===== src/rtl/hsb_pkg.sv =====
// hsb_pkg: shared constants, codes and transfer structs for the shade adjust pipeline.
// No dependencies; imported by every module under rtl/.
package hsb_pkg;

  localparam int CHANNEL_BITS  = 8;
  localparam int HUE_FRAC_BITS = 8;

  localparam int CH_W   = CHANNEL_BITS;
  localparam int AMT_W  = 9;
  localparam int MODE_W = 3;
  localparam int FRAC_W = 16;
  localparam int S_W    = FRAC_W + 1;
  localparam int V_W    = CH_W + FRAC_W;
  localparam int HUE_W  = $clog2(360 << HUE_FRAC_BITS);
  localparam int Q_W    = $clog2((60 << HUE_FRAC_BITS) + 1);

  // divider: DIV_BITS quotient bits per stage
  localparam int DIV_BITS   = 4;
  localparam int DVD_RAW    = CH_W + ((FRAC_W > Q_W) ? FRAC_W : Q_W);
  localparam int DIV_STAGES = (DVD_RAW + DIV_BITS - 1) / DIV_BITS;
  localparam int DVD_W      = DIV_STAGES * DIV_BITS;

  // front register + divider + two adjust stages + four back-conversion stages
  localparam int PIPE_LAT = 1 + DIV_STAGES + 2 + 4;

  localparam logic [AMT_W-1:0] AMT_ONE = AMT_W'(256);
  localparam logic [CH_W-1:0]  CMAX    = CH_W'((1 << CHANNEL_BITS) - 1);
  localparam logic [S_W-1:0]   S_ONE   = S_W'(1 << FRAC_W);

  localparam logic [HUE_W-1:0] DEG60  = HUE_W'(60 << HUE_FRAC_BITS);
  localparam logic [HUE_W-1:0] DEG120 = HUE_W'(120 << HUE_FRAC_BITS);
  localparam logic [HUE_W-1:0] DEG180 = HUE_W'(180 << HUE_FRAC_BITS);
  localparam logic [HUE_W-1:0] DEG240 = HUE_W'(240 << HUE_FRAC_BITS);
  localparam logic [HUE_W-1:0] DEG300 = HUE_W'(300 << HUE_FRAC_BITS);
  localparam logic [HUE_W-1:0] DEG330 = HUE_W'(330 << HUE_FRAC_BITS);
  localparam logic [HUE_W-1:0] DEG360 = HUE_W'(360 << HUE_FRAC_BITS);

  // f = (hm << 16) / (15 << (HF+2)) = (hm << (14-HF)) / 15, done by reciprocal
  localparam int F_SHIFT  = 14 - HUE_FRAC_BITS;
  localparam int FX_W     = 20;
  localparam int RECIP_W  = 21;
  localparam int RECIP_SH = 24;
  localparam logic [RECIP_W-1:0] RECIP15 = RECIP_W'(1118482);

  typedef enum logic [MODE_W-1:0] {
    MODE_SHADE      = 3'd0,
    MODE_TINT       = 3'd1,
    MODE_TONE       = 3'd2,
    MODE_WARMER     = 3'd3,
    MODE_COOLER     = 3'd4,
    MODE_COMP_TINT  = 3'd5,
    MODE_COMP_SHADE = 3'd6,
    MODE_ANALOGOUS  = 3'd7
  } mode_e;

  typedef enum logic [1:0] {
    CH_RED   = 2'd0,
    CH_GREEN = 2'd1,
    CH_BLUE  = 2'd2
  } chan_e;

  typedef enum logic [2:0] {
    SEC_0 = 3'd0,
    SEC_1 = 3'd1,
    SEC_2 = 3'd2,
    SEC_3 = 3'd3,
    SEC_4 = 3'd4,
    SEC_5 = 3'd5
  } sector_e;

  typedef struct packed {
    logic [CH_W-1:0]  in_red;
    logic [CH_W-1:0]  in_green;
    logic [CH_W-1:0]  in_blue;
    logic [CH_W-1:0]  in_alpha;
    logic [AMT_W-1:0] amount;
  } pix_in_t;

  typedef struct packed {
    logic [CH_W-1:0] out_red;
    logic [CH_W-1:0] out_green;
    logic [CH_W-1:0] out_blue;
    logic [CH_W-1:0] out_alpha;
  } pix_out_t;

  // travels alongside the dividers
  typedef struct packed {
    logic             valid;
    mode_e            mode;
    logic [AMT_W-1:0] amt;
    logic [CH_W-1:0]  alpha;
    logic [CH_W-1:0]  mx;
    logic             grey;
    chan_e            sel;
    logic             neg;
  } side_t;

  typedef struct packed {
    logic             valid;
    logic [CH_W-1:0]  alpha;
    logic [HUE_W-1:0] hue;
    logic [S_W-1:0]   sat;
    logic [V_W-1:0]   val;
  } hsv_t;

endpackage


===== src/rtl/hsb_adjust.sv =====
// hsb_adjust: forms hue from the divider term and applies the mode to H, S and V.
// Two register stages. Depends on hsb_pkg.
module hsb_adjust (
  input  logic                      clk_i,
  input  logic                      rst_ni,
  input  hsb_pkg::side_t            side_i,
  input  logic [hsb_pkg::DVD_W-1:0] sat_quo_i,
  input  logic [hsb_pkg::DVD_W-1:0] hue_quo_i,
  output hsb_pkg::hsv_t             hsv_o
);
  import hsb_pkg::*;

  typedef struct packed {
    logic             valid;
    mode_e            mode;
    logic [AMT_W-1:0] amt;
    logic [CH_W-1:0]  alpha;
    logic [HUE_W-1:0] hue;
    logic [S_W-1:0]   sat;
    logic [V_W-1:0]   val;
  } adj_t;

  adj_t adj_d, adj_q;
  hsv_t hsv_d, hsv_q;

  logic [Q_W-1:0]           qterm;
  logic [S_W-1:0]           sat0;
  logic [CH_W+AMT_W-1:0]    shade_prod;
  logic [CH_W+AMT_W-1:0]    tint_prod;
  logic [S_W+AMT_W:0]       s_tint_prod;
  logic [S_W+AMT_W-1:0]     s_tone_prod;
  logic [V_W-1:0]           v_shade, v_tint;
  logic [S_W-1:0]           s_tint, s_tone;

  // stage 1: hue from sector base, saturation and brightness scaling
  always_comb begin
    qterm = side_i.grey ? '0 : hue_quo_i[Q_W-1:0];
    sat0  = side_i.grey ? '0 : sat_quo_i[S_W-1:0];

    shade_prod  = (CH_W+AMT_W)'(side_i.mx) * (CH_W+AMT_W)'(AMT_ONE - side_i.amt);
    tint_prod   = (CH_W+AMT_W)'(CMAX - side_i.mx) * (CH_W+AMT_W)'(side_i.amt);
    s_tint_prod = (S_W+AMT_W+1)'(sat0) * (S_W+AMT_W+1)'({1'b0, AMT_ONE, 1'b0}
                  - {1'b0, side_i.amt});
    s_tone_prod = (S_W+AMT_W)'(sat0) * (S_W+AMT_W)'(AMT_ONE - side_i.amt);

    v_shade = V_W'({shade_prod, 8'b0});
    v_tint  = V_W'({side_i.mx, 16'b0}) + V_W'({tint_prod, 8'b0});
    s_tint  = S_W'(s_tint_prod >> 9);
    s_tone  = S_W'(s_tone_prod >> 8);

    adj_d.valid = side_i.valid;
    adj_d.mode  = side_i.mode;
    adj_d.amt   = side_i.amt;
    adj_d.alpha = side_i.alpha;

    case (side_i.sel)
      CH_RED:   adj_d.hue = side_i.neg ? DEG360 - HUE_W'(qterm) : HUE_W'(qterm);
      CH_GREEN: adj_d.hue = side_i.neg ? DEG120 - HUE_W'(qterm) : DEG120 + HUE_W'(qterm);
      CH_BLUE:  adj_d.hue = side_i.neg ? DEG240 - HUE_W'(qterm) : DEG240 + HUE_W'(qterm);
      default:  adj_d.hue = '0;
    endcase
    if (side_i.grey) begin
      adj_d.hue = '0;
    end

    adj_d.sat = sat0;
    adj_d.val = V_W'({side_i.mx, 16'b0});
    case (side_i.mode)
      MODE_SHADE, MODE_COMP_SHADE: begin
        adj_d.val = v_shade;
      end
      MODE_TINT, MODE_COMP_TINT: begin
        adj_d.val = v_tint;
        adj_d.sat = s_tint;
      end
      MODE_TONE: begin
        adj_d.sat = s_tone;
      end
      default: begin
      end
    endcase
  end

  always_ff @(posedge clk_i or negedge rst_ni) begin
    if (!rst_ni) begin
      adj_q <= '0;
    end else begin
      adj_q <= adj_d;
    end
  end

  // stage 2: hue rotation with wrap into [0, 360)
  logic [31:0]      d30_w, d60_w;
  logic [HUE_W-1:0] d30, d60;
  logic [HUE_W:0]   hsum;

  always_comb begin
    d30_w = ((32'(adj_q.amt) * 32'd30) << HUE_FRAC_BITS) >> 8;
    d60_w = ((32'(adj_q.amt) * 32'd60) << HUE_FRAC_BITS) >> 8;
    d30   = HUE_W'(d30_w);
    d60   = HUE_W'(d60_w);

    case (adj_q.mode)
      MODE_WARMER:     hsum = {1'b0, adj_q.hue} + {1'b0, DEG360} - {1'b0, d30};
      MODE_COOLER:     hsum = {1'b0, adj_q.hue} + {1'b0, d30};
      MODE_COMP_TINT,
      MODE_COMP_SHADE: hsum = {1'b0, adj_q.hue} + {1'b0, DEG180};
      MODE_ANALOGOUS:  hsum = {1'b0, adj_q.hue} + {1'b0, d60} + {1'b0, DEG330};
      default:         hsum = {1'b0, adj_q.hue};
    endcase
    // analogous can reach past twice the full turn minus a little: two passes
    if (hsum >= {1'b0, DEG360}) begin
      hsum = hsum - {1'b0, DEG360};
    end
    if (hsum >= {1'b0, DEG360}) begin
      hsum = hsum - {1'b0, DEG360};
    end

    hsv_d.valid = adj_q.valid;
    hsv_d.alpha = adj_q.alpha;
    hsv_d.hue   = hsum[HUE_W-1:0];
    hsv_d.sat   = adj_q.sat;
    hsv_d.val   = adj_q.val;
  end

  always_ff @(posedge clk_i or negedge rst_ni) begin
    if (!rst_ni) begin
      hsv_q <= '0;
    end else begin
      hsv_q <= hsv_d;
    end
  end

  assign hsv_o = hsv_q;

endmodule


===== config.mk =====
export PLATFORM = sky130hd
export DESIGN_NAME = hsb_adjust
export DESIGN_NICKNAME = d
export VERILOG_FILES = /design/src/rtl/hsb_pkg.sv /design/src/rtl/hsb_adjust.sv
export SDC_FILE = /design/constraint.sdc
export NUM_CORES = 1
export LEC_CHECK = 0
export BUFFER_PORTS_ARGS = -buffer_cell sky130_fd_sc_hd__buf_4
export CAP_MARGIN = 15
export CORE_MARGIN = 4
export CORE_UTILIZATION = 25
export CTS_BUF_LIST = sky130_fd_sc_hd__clkbuf_4 sky130_fd_sc_hd__clkbuf_8
export DETAILED_ROUTE_END_ITERATION = 16
export GPL_TIMING_DRIVEN = 0
export MAX_ROUTING_LAYER = met4
export PLACE_DENSITY = 0.37
export SLEW_MARGIN = 20
export SYNTH_ARGS = -nofsm -noshare
export SYNTH_HDL_FRONTEND = slang
export SYNTH_SLANG_ARGS = --single-unit

===== constraint.sdc =====
create_clock -name clk_i -period 5.95 [get_ports clk_i]
set_clock_uncertainty 0.15 [all_clocks]
set_input_delay 1.19 -clock clk_i [delete_from_list [all_inputs] [get_ports clk_i]]
set_output_delay 1.19 -clock clk_i [all_outputs]
set_load 0.01 [all_outputs]

### Word level (Yosys, flattened, before mapping)

Index checks and enable logic that the tools add are counted.

* $add $sub $neg: 18
* multipliers: 6
* divide/modulo/power cells: 0
* $lt $le $gt $ge: 2
* equal/unequal tests: 11
* shift operators: 0
* multiplexer cells: 12
* bitwise gates (word level): 0
* reductions and logical operators: 5

Operators with widths (count)
* $mux W17: 6
* $pmux W18 S4: 1
* $pmux W17 S3: 1
* $pmux W24 S2: 1
* $ge A18 B17 Y1 const B: 2
* $pmux W17 S2: 1
* $mul A9 B10 Y16: 2
* $mul A18 B11 Y26: 1
* $mul A9 B4 Y13 const B: 2
* $mul A18 B10 Y25: 1
* $add A24 B24 Y24: 1
* $sub A9 B9 Y10 const A: 2
* $add A17 B14 Y18: 1
* $add A17 B15 Y18: 1
* $add A17 B16 Y18 const B: 1
* $add A17 B17 Y18 const B: 1
* $add A18 B17 Y18 const B: 1
* $eq A3 B3 Y1 const B: 6
* $mux W18: 1
* $sub A18 B14 Y18: 1
* $sub A18 B17 Y18 const B: 1
* $add A16 B14 Y17 const A: 1
* $sub A16 B14 Y17 const A: 1
* $sub A17 B14 Y17 const A: 1
* 13 further kinds: 16

* flip-flop bits (word level): 146
* bits in latches: 0
* bits in writable memories: 0
* ROM bits: 0
* input port bits: 83
* output and inout bits: 67
* word-level logic and storage cells: 66
* memories kept: 0

### Logic depth before layout (Yosys ltp)

Gate-level depths: netlist of run 1.

* depth in word-level cells: 8
* depth in mapped cells: 32
* depth with buffers taken out: 31

### Least setup slack after synthesis of run 1

No wires, ideal clock.

* kind: input to register
* start: input port side_i[20] (netlist name)
* end: register adj_q[37] (netlist name)
* setup time: 0.118 ns
* data arrival time: 8.014 ns
* required time: 5.682 ns
* setup slack: -2.332 ns
* stages on the path: 26
* cells stage by stage: clkbuf_1 inv_1 buf_1 ha_1 nand2_1 or3_1 xnor2_1 clkbuf_1 nor2_1 fa_1 fa_1 inv_1 fa_1 fa_1 inv_1 fa_1 ha_1 or4_1 o21ba_2 a211oi_1 o21ai_0 a21o_1 a31oi_1 xor2_1 o22ai_1 a21o_1

RTL lines
* start: declaration: RTL line hsb_adjust.sv:6 `input hsb_pkg::side_t side_i,`
* end signal: assignment: RTL line hsb_adjust.sv:88 `adj_q <= adj_d;`
* end: declaration: RTL line hsb_adjust.sv:23 `adj_t adj_d, adj_q;`

==> flow_metrics.env, run 1 <==
export IMPL_status="finished with violations"
export IMPL_violations="setup timing"
export IMPL_path_delay_family="adder cells"
export IMPL_fin_tns_setup_ns=-25.11
export IMPL_synth_top_area_share=0.2874
export IMPL_place_hpwl_mm=74.49
export IMPL_drcViolationCount=0
export IMPL_drive_gt1_frac=0.2315
export IMPL_final_antenna_net_count=0
export IMPL_endpoint_kind="flip-flop"
export IMPL_grt_pass1_wl_mm=139.8
export IMPL_yosysSeqAreaShare=0.1323
export IMPL_wl_per_cell_microns=20.92
export IMPL_insertion_delay_ns=0.57
export IMPL_drv_slew=0
export IMPL_grt_pass1_vias=21950
export IMPL_die_height_microns=321.6
export IMPL_fmax_mhz=133.4
export IMPL_yosys_warnings=0
export IMPL_ys_types=96
export IMPL_io_buffers=122
export IMPL_antenna_found_initial=3
export IMPL_leakagePower_uw=0.01533
export IMPL_setup_slack_ns=-1.545
export IMPL_yosys_area_top_type="fa_1"
export IMPL_crit_top_cell="fa_1"
export IMPL_synthArstFlopShare=1.000
export IMPL_power_density_nw_per_um2=361.1
export IMPL_vdd_drop_max_v=0.0001962
export IMPL_cts_sinks=130
export IMPL_cp_max_fo=4
export IMPL_synth_area_sq_um=24590
export IMPL_n_fill_cell=10260
export IMPL_hold_ws_ns=0.2054
export IMPL_hold_viol_final=0
export IMPL_worst_path_buf_inv=6
export IMPL_path_clk_slew_ns=0.09
export IMPL_synth_area_top_cells="fa_1 29%, ha_1 16%, dfrtp_1 13%, inv_1 8.2%, nor2_1 3.7%"
export IMPL_postSynthAreaPerCell_sq_um=8.869
export IMPL_min_path_type="reg2reg"
export IMPL_firstDrtPassIters=5
export IMPL_tightest_slew_ns=1.152
export IMPL_design_core_area_sq_um=97140
export IMPL_cts_tree="built"
export IMPL_cap_violations=0
export IMPL_cpMaxStageDelayCell="fa_1"
export IMPL_required_ns=6.17
export IMPL_relSlewSlack=0.2317
export IMPL_cts_root_buffer="clkbuf_8"
export IMPL_grt_use_total=0.1857
export IMPL_fin_nets=3811
export IMPL_grt_max_degree=72
export IMPL_via_per_inst=4.622
export IMPL_fin_util=0.3219
export IMPL_syn_to_final_growth_pct=27.20
export IMPL_arrival_ns=7.71
export IMPL_dieArea_sq_um=103400
export IMPL_vias=20140
export IMPL_multi_input_area_sq_um=20870
export IMPL_dp_cells=4179
export IMPL_setup_viol=28
export IMPL_cts_buffer_depth=2
export IMPL_synth_top_flop_cell="dfrtp_1"
export IMPL_pin_count=150
export IMPL_cts_buffers=17
export IMPL_finalNonFillerCells=4358
export IMPL_ff_latch_area_sq_um=3256
export IMPL_synth_edf_count=0
export IMPL_rows=114
export IMPL_min_period_over_period=1.260
export IMPL_ys_seq_elements=130
export IMPL_post_route_min_period_ns=7.495
export IMPL_rsz0062_at_grt="yes"
export IMPL_htree_levels=4
export IMPL_totalWireLength_mm=91.17
export IMPL_drt_iter0_markers=952
export IMPL_cp_start_kind="input pin"
export IMPL_place_congestion=0.8813
export IMPL_critPathKind="in2reg"
export IMPL_syn_inst=2772
export IMPL_dieWidth_microns=321.6
export IMPL_cpPeakStageDelay_ns=0.56
export IMPL_initial_utilization=0.2531
export IMPL_grt_overflow_total=0
synthesized netlist by cell type (all sizes together) (12+ instances only):
master and count:
a22oi 13, and3 16, ha 308, o21ai 76, mux2i 17, nand4 14, and2 60, inv 539
nor3 29, nand2 218, a211oi 18, xor2 45, nand3 23, a21oi 105, nor2 241, nor2b 64
xnor2 88, o21a 13, o221ai 12, fa 353, clkbuf 75, dfrtp 130, a31oi 14, a21o 24
nand2b 49, buf 33, o21bai 26
sequential cells by signal (all words and copies together) (netlist names):
name	cells
hsv_o	59
adj_q	71
layout make-up:
| cell class | instances | area share |
|---|---|---|
| multi-input combinational | 2001 | 0.6674 |
| sequential | 130 | 0.1041 |
| timing repair buffer | 276 | 0.07490 |
| inverter | 540 | 0.06562 |
| tap | 1276 | 0.05105 |
| buffer | 101 | 0.02413 |
| clock buffer | 17 | 0.007482 |
| clock inverter | 15 | 0.005121 |
| antenna | 2 | 0.0001600 |
where the power goes:
part           internal (uW)  total, uW  switching [uW]  leakage (uW)
sequential              1110       1200            88.1       0.00161
clock                    316        853             537      0.000192
combinational           4140       9240            5100        0.0135
total                   5570      11300            5720        0.0153
layout by cell type (no fill, tap or decap), drive strengths merged, types with 12 or more instances in the layout:
master	synthesis	final
a211oi	18	18
a21o	24	24
a21oi	105	105
a22oi	13	13
a31oi	14	14
and2	60	60
and3	16	16
buf	33	316
clkbuf	75	78
dfrtp	130	130
fa	353	353
ha	308	308
inv	539	548
mux2i	17	17
nand2	218	218
nand2b	49	49
nand3	23	23
nand4	14	14
nor2	241	241
nor2b	64	64
nor3	29	29
o21a	13	13
o21ai	76	76
o21bai	26	26
o221ai	12	12
xnor2	88	88
xor2	45	45
routing by layer:
metal	wire length (microns)	vias up	share of wire	global-route usage
met4	2053	0	0.023	0.04217
met1	42560	10290	0.47	0.2437
met5	0	-	0	-
li1	-	9416	-	-
met3	2738	95	0.030	0.02432
met2	43820	347	0.48	0.3066
through the flow:
| step | setup WS, ns | cell area, sq um | total power (uW) |
|---|---|---|---|
| floorplan | -1.468 | 25010 | 6366 |
| global placement | -3.610 | 27520 | 8547 |
| detailed placement | -3.660 | 27590 | 8565 |
| CTS | -1.494 | 30340 | 10830 |
| global route | -1.625 | 31270 | 12400 |
| finish | -1.545 | 31270 | 11290 |
path summary, 6_finish.rpt:
path	depth (start not counted)	slack, ns	to	from
hold reg to reg	0	0.21	hsv_o[66]	adj_q[78]
setup reg to reg	31	-1.10	hsv_o[53]	adj_q[66]
hold / removal	0	0.21	hsv_o[66]	adj_q[78]
setup / recovery	27	-1.55	adj_q[39]	side_i[22]
max in group asynchronous	2	4.41	adj_q[13]	rst_ni
min in group asynchronous	1	0.41	adj_q[33]	rst_ni
cell families after synthesis:
family | share of synthesized area
and+or+nand+nor | 0.1521
adders and majority gates | 0.4442
buffers and inverters | 0.1022
AOI/OAI and AO/OA | 0.1123
xor gates and xnor gates | 0.04738
DFF | 0.1323
muxes | 0.009363
other | 0.0001525
worst reg2reg max path: cells and delay by family (launching register included):
kind / cells / cell delay (ns)
multiplexers: 1 / 0.26
AND/OR/NAND/NOR: 4 / 0.64
XOR/XNOR: 1 / 0.13
adder cells (fa/ha/maj): 5 / 2.00
flip-flops: 1 / 0.44
AO/OA/AOI/OAI: 12 / 2.43
buffers and inverters: 8 / 0.86
timing repair:
| action | in CTS | in global routing |
|---|---|---|
| gates cloned | 1 | 0 |
| pin swaps | 104 | 109 |
| endpoints found under the setup margin | 32 | 31 |
| buffers inserted | 113 | 43 |
| hold buffers | 0 | 0 |
| gates resized for setup | 311 | 169 |
(Power assumes the default switching activity.)
==> inputs of run 2 (changes only) <==
- SETUP_SLACK_MARGIN: unset -> 0.2
==> run 2 against run 1 <==
Effect of this change:
- the run still ends with setup timing left
- clock power shrank 3.9%
- global-route usage shrank 0.13 points
- sequential cell count is the same
- clock-buffer cell count is the same
- combinational power shrank 0.5%
- final cell count grew 0.34%
==> flow_metrics.env, run 2 (synthesis gave the netlist of run 1 again) <==
export IMPL_status="finished with violations"
export IMPL_violations="setup timing"
export IMPL_reg2reg_slack_ns=-0.78
export IMPL_drcViolationCount=0
export IMPL_leakagePower_uw=0.01534
export IMPL_n_fill_cell=10210
export IMPL_dp_cells=4178
export IMPL_crit_reg2reg_launch="adj_q[67]"
export IMPL_stdcell_area_sq_um=31290
export IMPL_via_per_inst=4.602
export IMPL_cts_buffers=17
export IMPL_path_clk_slew_ns=0.08
export IMPL_dieWidth_microns=321.6
export IMPL_endpoint_kind="flip-flop"
export IMPL_drt_iter0_markers=1051
export IMPL_cp_start_kind="input pin"
export IMPL_min_path_type="reg2reg"
export IMPL_hold_path_depth=0
export IMPL_hold_viol_final=0
export IMPL_cts_buffer_depth=2
export IMPL_cap_violations=0
export IMPL_grt_use_total=0.1844
export IMPL_vias=20130
export IMPL_cts_sinks=130
export IMPL_arrival_ns=7.84
export IMPL_dieArea_sq_um=103400
export IMPL_largest_reg_flops=71
export IMPL_reg2reg_to="hsv_o[56]"
export IMPL_grt_overflow_total=0
export IMPL_setup_slack_ns=-1.584
export IMPL_cp_max_fo=3
export IMPL_rows=114
export IMPL_design_core_area_sq_um=97140
export IMPL_cts_tree="built"
export IMPL_drv_slew=0
export IMPL_tightest_slew_ns=1.203
export IMPL_totalWireLength_mm=91.14
export IMPL_place_hpwl_mm=73.59
export IMPL_required_ns=6.25
export IMPL_initial_utilization=0.2531
export IMPL_relSlewSlack=0.1981
export IMPL_grt_pass1_vias=21910
export IMPL_hold_path_end="hsv_o[33]"
export IMPL_htree_levels=4
export IMPL_fin_nets=3824
export IMPL_hp_start="adj_q[33]"
export IMPL_antenna_found_initial=6
export IMPL_post_route_min_period_ns=7.534
export IMPL_fmax_mhz=132.7
export IMPL_final_common_cell="inv_1"
export IMPL_grt_pass1_wl_mm=137.9
export IMPL_syn_to_final_growth_pct=27.28
export IMPL_ff2ff_path_depth=30
export IMPL_min_period_over_period=1.266
export IMPL_insertion_delay_ns=0.59
export IMPL_finalNonFillerCells=4373
export IMPL_critPathKind="in2reg"
export IMPL_vdd_drop_max_v=0.0002625
export IMPL_largest_register="adj_q"
export IMPL_final_cell_mix="514 x inv_1, 345 x fa_1, 275 x ha_1"
export IMPL_setup_viol=29
export IMPL_placed_cell_area_sq_um=27580
export IMPL_cts_root_buffer="clkbuf_8"
export IMPL_die_height_microns=321.6
export IMPL_pin_count=150
export IMPL_io_buffers=122
export IMPL_rsz0062_at_grt="yes"
export IMPL_multi_input_area_sq_um=20830
export IMPL_final_antenna_net_count=0
export IMPL_grt_max_degree=71
export IMPL_ff_latch_area_sq_um=3254
export IMPL_power_density_nw_per_um2=358.6
export IMPL_drive_gt1_frac=0.2283
export IMPL_wl_per_cell_microns=20.84
export IMPL_place_congestion=0.8864
export IMPL_firstDrtPassIters=5
run 2: cell count changes in the layout (fill, tap and decap cells not counted), sizes merged:
cell	before	now
clkbuf	78	85
buf	316	322
clkinv	3	6
inv	548	545
diode	2	4
run 2: metrics by stage:
stage                       util  setup WS (ns)  TNS, ns  power (uW)  hold WS, ns
after floorplan                -         -1.468   -19.82        6370       0.1812
after global placement    0.2833         -3.684   -73.22        8546       0.1813
after detailed placement  0.2839         -3.538   -70.01        8570       0.1847
after CTS                 0.3166         -1.621   -28.51       10980       0.2035
after global routing      0.3222         -1.698   -36.31       12310       0.2058
final                     0.3222         -1.584   -31.27       11220       0.2018
run 2: how the worst max path moves through the flow:
stage	start	cells past startpoint	slack, ns	to
floorplan	side_i[22]	24	-1.47	adj_q[37]
global placement	side_i[20]	24	-3.68	adj_q[40]
detailed placement	side_i[23]	24	-3.54	adj_q[40]
CTS	side_i[20]	28	-1.62	adj_q[40]
global route	side_i[23]	26	-1.70	adj_q[37]
finish	side_i[23]	26	-1.58	adj_q[37]
run 2: repair_timing:
action                                 in CTS  in global routing
resized for setup                         363                 86
hold buffers                                0                  0
endpoints found under the hold margin       0                  0
setup buffers                             131                 28
pin swaps                                 167                 63
setup endpoints to repair                  33                 31
run 2: layout make-up:
type                            count  area share
Buffer                            108     0.02603
Tap cell                         1276     0.05102
Inverter                          540     0.06569
Clock inverter                     15    0.005358
Antenna cell                        4   0.0003199
Timing Repair Buffer              282     0.07445
Clock buffer                       17    0.007477
Multi-Input combinational cell   2001      0.6657
Sequential cell                   130      0.1040
run 2: worst max-delay path, stage by stage:
cell and delay (ns):
buf_12 0.11, or2_4 0.25, or4_4 0.47, nor3_4 0.31
xnor2_2 0.19, buf_4 0.19, clkbuf_16 0.15, nand2_4 0.06
fa_1 0.48, fa_1 0.50, inv_1 0.05, fa_1 0.47
inv_1 0.05, fa_1 0.48, inv_1 0.05, fa_1 0.44
ha_2 0.19, or4_4 0.53, o21ba_4 0.24, a211oi_4 0.30
o21ai_4 0.13, a21o_1 0.22, a31oi_2 0.18, xor2_1 0.24
o22ai_1 0.16, a21o_1 0.19
run 2: power breakdown:
part / switching (uW) / internal, uW
registers: 94.1 / 1110
logic: 5090 / 4100
clock network: 506 / 314
run 2: routing by layer:
layer,global-route usage,share of wire,vias to the layer above
li1,-,-,9444
met1,0.2359,0.45,10170
met2,0.2988,0.48,433
met3,0.03286,0.044,84
met4,0.05527,0.027,0
met5,-,0,-
